$ cat src/rtl/core/ita_pkg.sv
// Shared types and constants for the integer to ASCII formatter.
// No dependencies; every other file of the block but ita_if imports this package.
`timescale 1ns / 1ps

package ita_pkg;

   localparam int MAG_W       = 64;
   localparam int DEC_DIGITS  = 20;
   localparam int HEX_DIGITS  = 16;
   localparam int DIG_W       = DEC_DIGITS * 4;
   localparam int CNT_W       = 5;
   localparam int BIT_CNT_W   = 6;
   localparam int QUEUE_DEPTH = 2;

   localparam logic [7:0] CHAR_ZERO  = 8'h30;  // '0'
   localparam logic [7:0] CHAR_UPPER = 8'h41;  // 'A'
   localparam logic [7:0] CHAR_MINUS = 8'h2D;  // '-'
   localparam logic [7:0] CHAR_X     = 8'h78;  // 'x'

   // Classified number on its way from the front end to the converter.
   typedef struct packed {
      logic             hex;
      logic             neg;
      logic             zero;
      logic [MAG_W-1:0] mag;
   } ita_item_type;

   typedef enum logic [2:0] {
      ST_IDLE,
      ST_CONV,
      ST_ALIGN,
      ST_SIGN,
      ST_HEX0,
      ST_HEXX,
      ST_DIGIT
   } ita_state_type;

   // One digit (0..15) to its uppercase ASCII character.
   function automatic logic [7:0] digit_char(input logic [3:0] d);
      logic [7:0] c;
      if (d < 4'd10) begin
         c = CHAR_ZERO + {4'b0, d};
      end else begin
         c = CHAR_UPPER + {4'b0, d} - 8'd10;
      end
      return c;
   endfunction

endpackage

$ cat src/rtl/core/ita_if.sv
// Handshake channels of the formatter: number words in, character words out.
// Depends on nothing.
`timescale 1ns / 1ps

interface ita_req_if;
   logic        valid;
   logic        ready;
   logic        kind;
   logic [63:0] value;

   modport source (output valid, output kind, output value, input ready);
   modport sink   (input valid, input kind, input value, output ready);
endinterface

interface ita_rsp_if;
   logic       valid;
   logic       ready;
   logic [7:0] text_byte;
   logic       last;

   modport source (output valid, output text_byte, output last, input ready);
   modport sink   (input valid, input text_byte, input last, output ready);
endinterface

$ cat src/rtl/core/ita_front.sv
// Front end: takes number words and classifies them (mode, sign, zero, magnitude).
// Depends on ita_pkg and ita_req_if.
`timescale 1ns / 1ps

module ita_front
   import ita_pkg::*;
(
   ita_req_if.sink          req_port,
   output logic             item_valid,
   input  logic             item_ready,
   output ita_item_type     item
);

   logic neg;

   // Two's complement only in decimal mode; negating the most negative
   // value wraps to 2^63, which is its true unsigned magnitude.
   assign neg            = ~req_port.kind & req_port.value[MAG_W-1];
   assign item.hex       = req_port.kind;
   assign item.neg       = neg;
   assign item.zero      = (req_port.value == '0);
   assign item.mag       = neg ? (~req_port.value + {{(MAG_W-1){1'b0}}, 1'b1})
                               : req_port.value;
   assign item_valid     = req_port.valid;
   assign req_port.ready = item_ready;

endmodule

$ cat src/rtl/core/ita_queue.sv
// Two-entry queue between the front end and the converter.
// Depends on ita_pkg.
`timescale 1ns / 1ps

module ita_queue
   import ita_pkg::*;
(
   input  logic         clock,
   input  logic         reset,
   input  logic         push_valid,
   output logic         push_ready,
   input  ita_item_type push_item,
   output logic         head_valid,
   input  logic         pop,
   output ita_item_type head_item
);

   localparam int PTR_W = $clog2(QUEUE_DEPTH);

   ita_item_type              entry_ff [QUEUE_DEPTH];
   logic [PTR_W-1:0]          wr_ptr_ff, wr_ptr_in;
   logic [PTR_W-1:0]          rd_ptr_ff, rd_ptr_in;
   logic [$clog2(QUEUE_DEPTH+1)-1:0] count_ff, count_in;
   logic                      do_push;
   logic                      do_pop;

   assign push_ready = (count_ff != QUEUE_DEPTH[$clog2(QUEUE_DEPTH+1)-1:0]);
   assign head_valid = (count_ff != '0);
   assign head_item  = entry_ff[rd_ptr_ff];
   assign do_push    = push_valid & push_ready;
   assign do_pop     = pop & head_valid;

   always_comb begin
      wr_ptr_in = do_push ? wr_ptr_ff + 1'b1 : wr_ptr_ff;
      rd_ptr_in = do_pop  ? rd_ptr_ff + 1'b1 : rd_ptr_ff;
      count_in  = count_ff;
      if (do_push && !do_pop) begin
         count_in = count_ff + 1'b1;
      end else if (do_pop && !do_push) begin
         count_in = count_ff - 1'b1;
      end
   end

   always_ff @(posedge clock) begin
      if (reset) begin
         wr_ptr_ff <= '0;
         rd_ptr_ff <= '0;
         count_ff  <= '0;
      end else begin
         wr_ptr_ff <= wr_ptr_in;
         rd_ptr_ff <= rd_ptr_in;
         count_ff  <= count_in;
      end
   end

   always_ff @(posedge clock) begin
      if (do_push) begin
         entry_ff[wr_ptr_ff] <= push_item;
      end
   end

endmodule

$ cat src/rtl/core/ita_back.sv
// Back end: binary to BCD by shift-and-add-3, leading zero strip, and the
// character sequencer with its output register. Depends on ita_pkg, ita_rsp_if.
`timescale 1ns / 1ps

module ita_back
   import ita_pkg::*;
(
   input  logic         clock,
   input  logic         reset,
   input  logic         head_valid,
   input  ita_item_type head_item,
   output logic         pop,
   ita_rsp_if.source    rsp_port
);

   ita_state_type        state_ff, state_in;
   logic                 hex_ff, hex_in;
   logic                 neg_ff, neg_in;
   logic                 zero_ff, zero_in;
   logic [MAG_W-1:0]     mag_ff, mag_in;
   logic [DIG_W-1:0]     dig_ff, dig_in;
   logic [CNT_W-1:0]     cnt_ff, cnt_in;
   logic [BIT_CNT_W-1:0] bit_cnt_ff, bit_cnt_in;
   logic                 out_valid_ff, out_valid_in;
   logic [7:0]           out_byte_ff, out_byte_in;
   logic                 out_last_ff, out_last_in;

   logic             out_free;
   logic             emit;
   logic [7:0]       emit_byte;
   logic             emit_last;
   logic [DIG_W-1:0] dig_adj;
   logic [3:0]       top_digit;
   logic             align_done;

   assign out_free   = ~out_valid_ff | rsp_port.ready;
   assign top_digit  = dig_ff[DIG_W-1 -: 4];
   assign align_done = (top_digit != 4'd0) || (cnt_ff == CNT_W'(1));

   // add 3 to every BCD digit of 5 or more before the shift
   always_comb begin
      for (int i = 0; i < DEC_DIGITS; i++) begin
         dig_adj[i*4 +: 4] = (dig_ff[i*4 +: 4] >= 4'd5) ? dig_ff[i*4 +: 4] + 4'd3
                                                        : dig_ff[i*4 +: 4];
      end
   end

   // next state
   always_comb begin
      state_in = state_ff;
      unique case (state_ff)
         ST_IDLE: begin
            if (head_valid) begin
               state_in = head_item.hex ? ST_ALIGN : ST_CONV;
            end
         end
         ST_CONV: begin
            if (bit_cnt_ff == BIT_CNT_W'(MAG_W - 1)) begin
               state_in = ST_ALIGN;
            end
         end
         ST_ALIGN: begin
            if (align_done) begin
               if (neg_ff) begin
                  state_in = ST_SIGN;
               end else if (hex_ff && !zero_ff) begin
                  state_in = ST_HEX0;
               end else begin
                  state_in = ST_DIGIT;
               end
            end
         end
         ST_SIGN: begin
            if (out_free) state_in = ST_DIGIT;
         end
         ST_HEX0: begin
            if (out_free) state_in = ST_HEXX;
         end
         ST_HEXX: begin
            if (out_free) state_in = ST_DIGIT;
         end
         ST_DIGIT: begin
            if (out_free && cnt_ff == CNT_W'(1)) state_in = ST_IDLE;
         end
         default: state_in = ST_IDLE;
      endcase
   end

   // datapath and outputs
   always_comb begin
      pop        = 1'b0;
      emit       = 1'b0;
      emit_byte  = CHAR_ZERO;
      emit_last  = 1'b0;
      hex_in     = hex_ff;
      neg_in     = neg_ff;
      zero_in    = zero_ff;
      mag_in     = mag_ff;
      dig_in     = dig_ff;
      cnt_in     = cnt_ff;
      bit_cnt_in = bit_cnt_ff;
      unique case (state_ff)
         ST_IDLE: begin
            if (head_valid) begin
               pop        = 1'b1;
               hex_in     = head_item.hex;
               neg_in     = head_item.neg;
               zero_in    = head_item.zero;
               mag_in     = head_item.mag;
               bit_cnt_in = '0;
               if (head_item.hex) begin
                  dig_in = {head_item.mag, {(DIG_W-MAG_W){1'b0}}};
                  cnt_in = CNT_W'(HEX_DIGITS);
               end else begin
                  dig_in = '0;
                  cnt_in = CNT_W'(DEC_DIGITS);
               end
            end
         end
         ST_CONV: begin
            dig_in     = {dig_adj[DIG_W-2:0], mag_ff[MAG_W-1]};
            mag_in     = {mag_ff[MAG_W-2:0], 1'b0};
            bit_cnt_in = bit_cnt_ff + 1'b1;
         end
         ST_ALIGN: begin
            if (!align_done) begin
               dig_in = {dig_ff[DIG_W-5:0], 4'd0};
               cnt_in = cnt_ff - 1'b1;
            end
         end
         ST_SIGN: begin
            emit      = out_free;
            emit_byte = CHAR_MINUS;
         end
         ST_HEX0: begin
            emit      = out_free;
            emit_byte = CHAR_ZERO;
         end
         ST_HEXX: begin
            emit      = out_free;
            emit_byte = CHAR_X;
         end
         ST_DIGIT: begin
            emit      = out_free;
            emit_byte = digit_char(top_digit);
            emit_last = (cnt_ff == CNT_W'(1));
            if (out_free) begin
               dig_in = {dig_ff[DIG_W-5:0], 4'd0};
               cnt_in = cnt_ff - 1'b1;
            end
         end
         default: begin
            emit = 1'b0;
         end
      endcase
   end

   // output register: holds a word until the sink takes it
   always_comb begin
      out_valid_in = out_valid_ff;
      out_byte_in  = out_byte_ff;
      out_last_in  = out_last_ff;
      if (emit) begin
         out_valid_in = 1'b1;
         out_byte_in  = emit_byte;
         out_last_in  = emit_last;
      end else if (rsp_port.ready) begin
         out_valid_in = 1'b0;
      end
   end

   always_ff @(posedge clock) begin
      if (reset) begin
         state_ff     <= ST_IDLE;
         out_valid_ff <= 1'b0;
      end else begin
         state_ff     <= state_in;
         out_valid_ff <= out_valid_in;
      end
   end

   always_ff @(posedge clock) begin
      hex_ff      <= hex_in;
      neg_ff      <= neg_in;
      zero_ff     <= zero_in;
      mag_ff      <= mag_in;
      dig_ff      <= dig_in;
      cnt_ff      <= cnt_in;
      bit_cnt_ff  <= bit_cnt_in;
      out_byte_ff <= out_byte_in;
      out_last_ff <= out_last_in;
   end

   assign rsp_port.valid     = out_valid_ff;
   assign rsp_port.text_byte = out_byte_ff;
   assign rsp_port.last      = out_last_ff;

endmodule

$ cat src/rtl/core/integer_to_ascii_formatter.sv
// Integer to ASCII formatter. Each request word carries a 64-bit value and a
// mode bit (kind: 0 = signed decimal, 1 = hex). The block answers with the
// value's text, one ASCII character per response word, most significant
// character first, with last set on the final character. Decimal mode reads
// the value as two's complement and prefixes '-' for negatives (the most
// negative value prints as -9223372036854775808); hex mode prints "0x" and
// uppercase digits without leading zeros. Zero prints as a single '0' in both
// modes. Structure: a front end classifies the word and drops it into a
// two-entry queue, so up to two numbers can be accepted ahead of the one
// being printed. The converter handles one number at a time: a decimal number
// is loaded, runs a shift-and-add-3 pass over its magnitude bits, has its
// leading zero digits stripped and is then sent one character per response
// word, after a minus sign if negative. A hex number skips the BCD pass: it is
// loaded, its leading zero digits are stripped, the 0x prefix is sent and then
// its digits (zero has no prefix). Response backpressure only stretches the
// character phase: a character is staged whenever the output register is
// empty or its word is taken that cycle.
// Depends on ita_pkg, ita_if, ita_front, ita_queue and ita_back.
`timescale 1ns / 1ps

module integer_to_ascii_formatter
   import ita_pkg::*;
(
   input  logic       clock,
   input  logic       reset,
   ita_req_if.sink    req_port,
   ita_rsp_if.source  rsp_port
);

   ita_item_type front_item;
   ita_item_type head_item;
   logic         front_valid;
   logic         front_ready;
   logic         head_valid;
   logic         pop;

   // classify: mode, sign, zero, magnitude
   ita_front u_front (
      .req_port   (req_port),
      .item_valid (front_valid),
      .item_ready (front_ready),
      .item       (front_item)
   );

   // decouples acceptance from the long conversion
   ita_queue u_queue (
      .clock      (clock),
      .reset      (reset),
      .push_valid (front_valid),
      .push_ready (front_ready),
      .push_item  (front_item),
      .head_valid (head_valid),
      .pop        (pop),
      .head_item  (head_item)
   );

   // BCD conversion and character sequencing
   ita_back u_back (
      .clock      (clock),
      .reset      (reset),
      .head_valid (head_valid),
      .head_item  (head_item),
      .pop        (pop),
      .rsp_port   (rsp_port)
   );

endmodule

$ cat src/flat_wrapper.sv
// flat-port wrapper written by rule: the top's interface ports become plain ports
module integer_to_ascii_formatter_flat import ita_pkg::*;
  (clock, reset, req_port_valid, req_port_kind, req_port_value, req_port_ready, rsp_port_valid, rsp_port_text_byte, rsp_port_last, rsp_port_ready);
  ita_req_if req_port_i ();
  ita_rsp_if rsp_port_i ();
  input  logic clock;
  input  logic reset;
  input wire logic [$bits(req_port_i.valid)-1:0] req_port_valid;
  input wire logic [$bits(req_port_i.kind)-1:0] req_port_kind;
  input wire logic [$bits(req_port_i.value)-1:0] req_port_value;
  output wire logic [$bits(req_port_i.ready)-1:0] req_port_ready;
  output wire logic [$bits(rsp_port_i.valid)-1:0] rsp_port_valid;
  output wire logic [$bits(rsp_port_i.text_byte)-1:0] rsp_port_text_byte;
  output wire logic [$bits(rsp_port_i.last)-1:0] rsp_port_last;
  input wire logic [$bits(rsp_port_i.ready)-1:0] rsp_port_ready;
  assign req_port_i.valid = req_port_valid;
  assign req_port_i.kind = req_port_kind;
  assign req_port_i.value = req_port_value;
  assign req_port_ready = req_port_i.ready;
  assign rsp_port_valid = rsp_port_i.valid;
  assign rsp_port_text_byte = rsp_port_i.text_byte;
  assign rsp_port_last = rsp_port_i.last;
  assign rsp_port_i.ready = rsp_port_ready;
  integer_to_ascii_formatter u_core (.clock(clock), .reset(reset), .req_port(req_port_i), .rsp_port(rsp_port_i));
endmodule
$ cat config.mk
export PLATFORM = sky130hd
export DESIGN_NAME = integer_to_ascii_formatter_flat
export DESIGN_NICKNAME = d
export VERILOG_FILES = /design/src/rtl/core/ita_pkg.sv /design/src/rtl/core/ita_if.sv /design/src/rtl/core/ita_front.sv /design/src/rtl/core/ita_queue.sv /design/src/rtl/core/ita_back.sv /design/src/rtl/core/integer_to_ascii_formatter.sv /design/src/flat_wrapper.sv
export SDC_FILE = /design/constraint.sdc
export NUM_CORES = 1
export LEC_CHECK = 0
export ABC_AREA = 1
export BUFFER_PORTS_ARGS = -buffer_cell sky130_fd_sc_hd__buf_4
export CAP_MARGIN = 10
export CORE_UTILIZATION = 55
export DETAILED_ROUTE_END_ITERATION = 12
export GPL_TIMING_DRIVEN = 0
export PLACE_DENSITY = 0.75
export SETUP_SLACK_MARGIN = 0.1
export SYNTH_ARGS = -nofsm -noshare
export SYNTH_HDL_FRONTEND = slang
export SYNTH_SLANG_ARGS = --single-unit
$ cat constraint.sdc
create_clock -name clock -period 7.5 [get_ports clock]
set_input_delay 0.375 -clock clock [delete_from_list [all_inputs] [get_ports clock]]
set_output_delay 0.375 -clock clock [all_outputs]
set_load 0.005 [all_outputs]
==> reports/metrics.csv <==
metric,value,unit
syn_area_per_cell,8.927,sq um
hold_buffers,0,
min_period_over_period,39.40,%
swShare,40.79,%
dr_total_vias,14110,
h-tree-depth,2,
synthTopCellsByArea,"edfxtp_1 54%, nand2_1 13%, nor2_1 5.5%, inv_1 3.8%, ha_1 3.4%",
cp-start-kind,flip-flop,
wl_per_cell,20.38,um
cp_max_fo,18,
cp_num_buf_inv,5,
drc,0,
gp_congestion,0.9350,
cp_common_cell,nand2_1,
synth_nets,1997,
syn_inst,1882,
grt.busiest_layer,met2,
synth_seq_cells,309,
grt_pass1_vias,13560,
hp-class,in -> reg,
yosys_warnings,0,
dieWidth,176.8,um
ys_top_cells_by_count,"560 x nand2_1, 300 x edfxtp_1, 247 x nor2_1, 172 x inv_1, 112 x o21ai_0",
final_cells,2418,
grt_use_total,31.88,%
yosysSeqAreaShare,54.69,%
clk_pin_slew,60,ps
nets,2119,
ant_nets,0,
setup_tns,0,ps
start_util,56.24,%
pin_count,80,
critical_path_class,reg -> reg,
vias_per_cell,5.837,
fmax,0.3384,GHz
ir_drop,0.3087,mV
grt_max_degree,71,
leakagePower,0.007825,uW
p_sw,3354,uW
core_area,0.02987,sq mm
root_buffer,clkbuf_16,
io_buffers,78,
totalWireLength,49270,um
antenna_found_initial,0,
die_h,176.8,um
synth_edf_count,300,
cp_slowest_stage_delay,830,ps
drv_cap,0,
seqPwrFrac,40.4,%
clock_latency,520,ps
syn_area,0.01680,sq mm
rsz0062_at_grt,false,
grt_use_met1,42.82,%
clk_path_buf_depth,3,
post_cts_resized,0,
crit_required,7720,ps
drv_slew,0,
numCtsBuffers,34,
met2_usage,51.86,%
arrival,3180,ps
grt-ovfl-total,0,
cts_post_setup_buffers_inserted,0,
met3_usage,3.995,%
dpl.hpwl,36890,um
ys_types,45,
cp-end-kind,flip-flop,
drive_gt1_share,9.961,%
status,"finished, final reports clean",
finClkSkew,17.99,ps
n_antenna_cell,0,
hold_viol_final,0,
critical_path.cell_chain,"inv_1, ha_1, inv_1, nor2_1, nand2_1, nand2_1, nand2_1, nor3b_4, buf_16, buf_8, buf_16",
critPathSlowestCell,nor3b_4,
dieArea,0.03125,sq mm
dp.cells,2358,
cts_sinks,309,
tightest_slew,1054,ps
grt_pass1_wl,74730,um
cell_internal_pwr,4869,uW
synth_area_leader_cell,edfxtp_1,
min_period,2955,ps
area_growth_syn_to_layout,13.95,%
finalPower,8222,uW
synth-async-reset-ratio,0,%
preCtsSetupSlack,4570,ps
num_rows,63,
firstDrtPassIters,5,
setup_violations,0,
relSlewSlack,29.71,%
pwr-share-comb,39.9,%
fin_ws,4545,ps
cpLargestDelayFamily,simple AND/OR/NAND/NOR gates,
synth_most_common_cell,nand2_1,
power_frac_clock,19.7,%
drt_iter0_drc,1410,
synthFlopType,edfxtp_1,
cts_tree,built,
yosysTopAreaCellShare,53.62,%
p_per_area,429.5,mW/mm^2
==> placed cells by master, fill, tap and decap left out, types with 5 or more instances in the layout <==
cell         n
ha_1        46
nand4_1     10
nand3_1     59
clkinv_1     8
o21ai_0    112
edfxtp_1   300
nand2_1    559
xnor2_1     25
nor2_1     245
o221ai_1    24
o211ai_1     9
clkbuf_1    18
a22oi_1     33
nor2_4       7
inv_1      172
nand3b_1     6
buf_4       86
buf_2       28
a21oi_1     71
clkbuf_16   34
xor2_1      32
a31oi_1     56
nor3_1       6
inv_2        5
o21ai_1      7
clkinv_2     7
dfxtp_1      9
==> power groups by stage <==
stage / clock network [uW] / registers (uW) / logic [uW]
finish: 1620 / 3320 / 3280
global route: 1690 / 3380 / 3600
CTS: 1630 / 3310 / 3210
detailed placement: 0 / 3330 / 3190
global placement: 0 / 3410 / 2890
floorplan: 0 / 3280 / 2060
==> state kept, by name, summed over array words and instances (netlist names), named ones only <==
signal                            count
u_core.u_queue.entry_ff             134
u_core.u_back.dig_ff                 80
u_core.u_back.mag_ff                 64
u_core.u_back.rsp_port.text_byte      7
u_core.u_back.bit_cnt_ff              6
u_core.u_back.cnt_ff                  5
u_core.u_back.state_ff                3
u_core.u_queue.count_ff               2
u_core.u_back.hex_ff                  1
u_core.u_back.neg_ff                  1
u_core.u_back.rsp_port.last           1
u_core.u_back.rsp_port.valid          1
u_core.u_back.zero_ff                 1
u_core.u_queue.rd_ptr_ff              1
u_core.u_queue.wr_ptr_ff              1
==> layer usage <==
metal / up-vias / wire length (um)
li1: 6631 / -
met1: 6592 / 20080
met2: 755 / 22730
met3: 135 / 4299
met4: 0 / 2157
met5: - / 0
==> per-stage QoR <==
step	instance area, sq um	hold slack, ps	util, %
floorplan	16810	425.5	-
global placement	17880	432.2	59.85
detailed placement	18070	443.0	60.50
CTS	19140	35.94	64.08
global route	19140	50.02	64.08
finish	19140	43.79	64.08
==> logic make-up after synthesis <==
| group | Yosys count | synth area share, % |
|---|---|---|
| other cells | 1 | 0.02232 |
| xor+xnor | 57 | 2.971 |
| mux | 1 | 0.05958 |
| compound gates | 326 | 11.56 |
| fa+ha+maj | 46 | 3.426 |
| simple gates | 906 | 21.51 |
| flops | 309 | 54.69 |
| buf+inv | 236 | 5.764 |
==> layout make-up <==
type / instances / area [sq um]
fill: 2468 / 10730
sequential: 309 / 9189
multi-input combinational: 1337 / 6678
clock buffer: 36 / 858.3
timing repair buffer: 86 / 750.7
inverter: 178 / 670.6
tap: 390 / 488.0
buffer: 58 / 297.8
clock inverter: 24 / 212.7
==> final timing paths <==
kind / start / to / slack (ps) / cells past startpoint
max: u_core.u_back.dig_ff[76] / u_core.u_back.dig_ff[60] / 4550 / 11
min: reset / u_core.u_back.state_ff[0] / 40 / 2
max reg2reg: u_core.u_back.dig_ff[76] / u_core.u_back.dig_ff[60] / 4550 / 11
min reg2reg: u_core.u_queue.rd_ptr_ff / u_core.u_queue.rd_ptr_ff / 460 / 1
==> worst reg2reg max path, cell delays in order (launching register included) <==
cell and delay [ps]:
edfxtp_1 480, inv_1 160, ha_1 160, inv_1 40
nor2_1 140, nand2_1 70, nand2_1 60, nand2_1 100
nor3b_4 830, buf_16 240, buf_8 200, buf_16 180
Power figures use the tool's default switching activity.
